===== config.mk =====
export PLATFORM = sky130hd
export DESIGN_NAME = scb_verdict
export DESIGN_NICKNAME = d
export VERILOG_FILES = /design/src/rtl/scb_pkg.sv /design/src/rtl/scb_verdict.sv
export SDC_FILE = /design/constraint.sdc
export NUM_CORES = 1
export LEC_CHECK = 0
export ABC_CLOCK_PERIOD_IN_PS = 2300
export BUFFER_PORTS_ARGS = -buffer_cell sky130_fd_sc_hd__clkbuf_2
export CAP_MARGIN = 20
export CORE_AREA = 10 10 87 89
export DETAILED_ROUTE_END_ITERATION = 7
export DIE_AREA = 0 0 97 99
export PLACE_DENSITY = 0.74
export RECOVER_POWER = 25
export SLEW_MARGIN = 20
export SYNTH_ARGS = -nofsm -noshare
export SYNTH_HDL_FRONTEND = slang
export SYNTH_SLANG_ARGS = --single-unit

===== constraint.sdc =====
create_clock -name vclk -period 2.3
set_clock_uncertainty 0.2 [all_clocks]
set_input_delay 0.23 -clock vclk [all_inputs]
set_output_delay 0.23 -clock vclk [all_outputs]
set_load 0.05 [all_outputs]

===== src/rtl/scb_pkg.sv =====
// ----------------------------------------------------------------------------
// Settings image checker package
// Shared constants, status codes and header, frame and verdict types.
// ----------------------------------------------------------------------------
package scb_pkg;

  localparam logic [31:0] CrcPoly         = 32'hEDB8_8320;
  localparam logic [31:0] CrcInit         = 32'hFFFF_FFFF;
  localparam logic [4:0]  HeaderBytes     = 5'd16;
  localparam logic [31:0] LegacyMapSchema = 32'd4;
  localparam logic [31:0] LegacySchemaB   = 32'd5;
  localparam logic [31:0] LegacySchemaC   = 32'd6;
  localparam logic [31:0] MaxPayload      = 32'd512;
  localparam logic [15:0] CountMax        = 16'hFFFF;
  localparam logic [31:0] MagicReset      = 32'd0;
  localparam logic [31:0] SchemaReset     = 32'd7;

  // Configuration register indexes
  localparam logic CfgMagic  = 1'b0;
  localparam logic CfgSchema = 1'b1;

  typedef enum logic [2:0] {
    StatusOk       = 3'd0,
    StatusShort    = 3'd1,
    StatusMagic    = 3'd2,
    StatusSchema   = 3'd3,
    StatusLength   = 3'd4,
    StatusTooLong  = 3'd5,
    StatusCrc      = 3'd6
  } status_e;

  typedef struct packed {
    logic [31:0] magic;
    logic [31:0] schema;
    logic [31:0] length;
    logic [31:0] crc;
  } hdr_t;

  typedef struct packed {
    logic        short_img;
    logic        overflow;
    logic [15:0] count;
    logic [31:0] crc_out;
  } frame_t;

  typedef struct packed {
    status_e status;
    logic    map_reset;
  } verdict_t;

endpackage


===== src/rtl/scb_verdict.sv =====
// ----------------------------------------------------------------------------
// Image verdict
// Priority checks on header and payload; the first failing check wins.
// ----------------------------------------------------------------------------
module scb_verdict (
  input  scb_pkg::hdr_t     hdr_i,
  input  scb_pkg::frame_t   frame_i,
  input  logic [31:0]       expected_magic_i,
  input  logic [31:0]       current_schema_i,
  output scb_pkg::verdict_t verdict_o
);

  logic schema_ok;
  logic len_bad;

  assign schema_ok = (hdr_i.schema == current_schema_i) ||
                     (hdr_i.schema == scb_pkg::LegacyMapSchema) ||
                     (hdr_i.schema == scb_pkg::LegacySchemaB) ||
                     (hdr_i.schema == scb_pkg::LegacySchemaC);
  assign len_bad = frame_i.overflow || (hdr_i.length != {16'd0, frame_i.count});

  always_comb begin
    verdict_o.map_reset = 1'b0;
    if (frame_i.short_img) begin
      verdict_o.status = scb_pkg::StatusShort;
    end else begin
      verdict_o.map_reset = (hdr_i.schema == scb_pkg::LegacyMapSchema);
      if (hdr_i.magic != expected_magic_i) begin
        verdict_o.status = scb_pkg::StatusMagic;
      end else if (!schema_ok) begin
        verdict_o.status = scb_pkg::StatusSchema;
      end else if (len_bad) begin
        verdict_o.status = scb_pkg::StatusLength;
      end else if (hdr_i.length > scb_pkg::MaxPayload) begin
        verdict_o.status = scb_pkg::StatusTooLong;
      end else if (frame_i.crc_out != hdr_i.crc) begin
        verdict_o.status = scb_pkg::StatusCrc;
      end else begin
        verdict_o.status = scb_pkg::StatusOk;
      end
    end
  end

endmodule


==> summary.md <==
| Metric | Value |
|---|---|
| Antenna cell count | 0 |
| Final-report max-slew violation count | 0 |
| # nets final | 681 |
| DP Cell Count | 512 |
| Netlist Area Pre-Place | between 0.001 and 0.0015 mm^2 |
| Mapped Cells | 184 |
| Relative slew slack | 76.4% |
| Post-route insts no fill | 512 |
| Worst-path maximum fanout | 2 |
| # clk buffers | 0 |
| Post-Layout Inst Area | between 0.002 and 0.003 mm^2 |
| Vias per cell | 4.67 |
| Yosys top cell by area | xnor2_1 |
| Gr ovfl total | 0 |
| Hold path depth | 3 |
| Arr. time, crit path | 1.80 ns |
| Post-synth top area share | a little under half |
| Starting Density | 25.1% |
| Worst VDD drop | 0.0994 mV |
| # fillers | 557 |
| Outcome | complete, no violations |
| Multi-input logic area | roughly 0.0015 mm^2 |
| Fraction of final layout cells sized beyond drive strength 1 | ~61% |
| Core area | around 0.0059 mm^2 |
| Initial antenna violation count | 0 |
| Final setup viols | 0 |
| First-pass GRT wire length | 13.4 mm |
| Register area | 0 um^2 |
| Hold Vio Cnt, Final | 0 |
| Die Span Y | 99 um |
| Pwr/cell area | around 170 mW/mm^2 |
| Routed Antenna Nets | 0 |
| Synth cell types | 20 |
| Avg WL per Cell | 17.3 um |
| Dpl hpwl | approximately 8.5 mm |
| Via count of the first global-routing pass | 2839 |
| Pre-CTS WS | -0.0879 ns |
| Die footprint | approximately 0.0096 mm^2 |
| Worst path max stage delay | 0.42 ns |
| Largest net degree at the start of global routing | 5 |
| Row count | 28 |
| CP Class | in -> out |
| Crit path from | hdr_i[35] |
| Worst-Margin Slew | about 0.35 ns |
| Hold Crit Class | in -> out |
| RSZ-0062 raised after global routing | yes |
| DR DRC count | 0 |
| I/O Buffers | 246 |
| Placed Area | a little under 0.003 mm^2 |
| DR pass1 iterations | 4 |
| Synth Area per Inst | 7.98 um^2 |
| Ports | ~250 |
| Crit-path cells | clkbuf_2 -> nor4_2 -> nand3_2 -> a2111oi_4 -> nand3_2 -> nand2b_4 -> a21oi_4 -> buf_12 |
| Fin crit period | 2.23 ns |
| DR vias | 2389 |
| Worst path slowest cell | a2111oi_4 |
| Required @ worst endpoint | between 1.5 and 2 ns |
| Num sequential | 0 |
| Crit start category | input pin |
| Post-Route WL | 8.86 mm |
| YS warnings | 0 |
| Max-cap viol count | 0 |
| Worst Setup End Kind | output pin |
| Syn-to-layout area delta | 100% |
| Fin crit share | 96.8% |
| GP Congestion | about 0.98 |
| Worst Setup EP | verdict_o[2] |
| Largest cells by area after synthesis | xnor2_1 (48%), xor2_1 (19%), nand4_1 (10%) |
| Sequential share of the synthesized area | 0% |
| Power Total | 485 uW |
| Leak Pwr | 1.45 nW |
| Fmax | 449 MHz |
| Hold buffer count at cts | 0 |
| Gr usage total | 16.6% |
| Iter 0 DRT Violations | 28 |
| Crit path top cell by count | nand3_2 |
| Die W | between 90 and 100 um |
| Syn Nets | 426 |
| Fin worst setup slack | 0.0747 ns |
[through the flow]
step                util (%)  TNS (ns)  hold slack (ns)
floorplan                  -         0            0.348
global placement        49.3   -0.0274            0.644
detailed placement      49.3    -0.117            0.642
CTS                     49.8         0            0.641
global route            50.2   -0.0703            0.650
finish                  50.2         0            0.628
[how the worst min path moves through the flow]
stage	start	end	slack, ns
finish	frame_i[49]	verdict_o[2]	0.63
CTS	frame_i[49]	verdict_o[2]	0.64
detailed placement	frame_i[49]	verdict_o[2]	0.64
global route	frame_i[49]	verdict_o[2]	0.65
floorplan	frame_i[49]	verdict_o[2]	0.35
global placement	frame_i[49]	verdict_o[2]	0.64
[critical path: cells and delay by family]
family	cells	cell delay, ns
simple gates	4	0.76
compound gates	2	0.56
buf+inv	2	0.25
[per-layer routing]
layer | routed length (um) | global-route usage [%]
met5 | 0 | 0
met4 | 164 | 3.41
met3 | 906 | 5.66
met2 | 4850 | 34.4
met1 | 2950 | 15.0
[placed cells by master, fill, tap and decap left out, types with 2 or more instances in the layout]
master / synthesis / final
clkbuf_2: 0 / 243
xnor2_1: 80 / 80
xor2_1: 32 / 32
nand4_1: 24 / 24
nor4_1: 22 / 19
buf_4: 0 / 7
nor2_1: 5 / 5
nand2_1: 3 / 3
nor4b_1: 2 / 2
nor4_2: 1 / 2
nor3_1: 3 / 2
nand3_2: 2 / 2
or4_4: 1 / 2
nor4_4: 0 / 2
buf_12: 0 / 2
[kinds of logic (layout without fill, tap and decap cells)]
family                    after synthesis  count (layout)  share of synthesized area [%]
xor gates and xnor gates              112             112                           66.8
and+or+nand+nor                        67              67                           29.2
AOI/OAI and AO/OA                       5               5                           4.01
buffers and inverters                   0             253                              0
[synth_stat cells]
| cell type | number |
|---|---|
| a21o_1 | 1 |
| nor4_1 | 22 |
| nor3_1 | 3 |
| xor2_1 | 32 |
| nand4_1 | 24 |
| nand2b_4 | 1 |
| a21oi_2 | 1 |
| nand2_1 | 3 |
| a22oi_1 | 1 |
| or4_4 | 1 |
| o21bai_1 | 1 |
| or4_1 | 1 |
| nand3_1 | 1 |
| nor3b_1 | 1 |
| nor2_1 | 5 |
| nor4b_1 | 2 |
| nor4_2 | 1 |
| xnor2_1 | 80 |
| nand3_2 | 2 |
| a2111oi_4 | 1 |
[report_power, final]
part / internal, mW / switching, mW
Clock: 0 / 0
Sequential: 0 / 0
Combinational: 0.288 / 0.197
Total: 0.288 / 0.197
[area by class of cell]
| type | instances | area share, % |
|---|---|---|
| repair buffers | 253 | 44.9 |
| multi-input cells | 184 | 51.9 |
| well taps | 75 | 3.19 |
[timing repair]
item                       in CTS  in global routing
pin swaps                       3                  2
setup endpoints to repair       3                  3
gates resized for setup         4                  8
setup buffers                   0                  0
(Power assumes the default switching activity.)
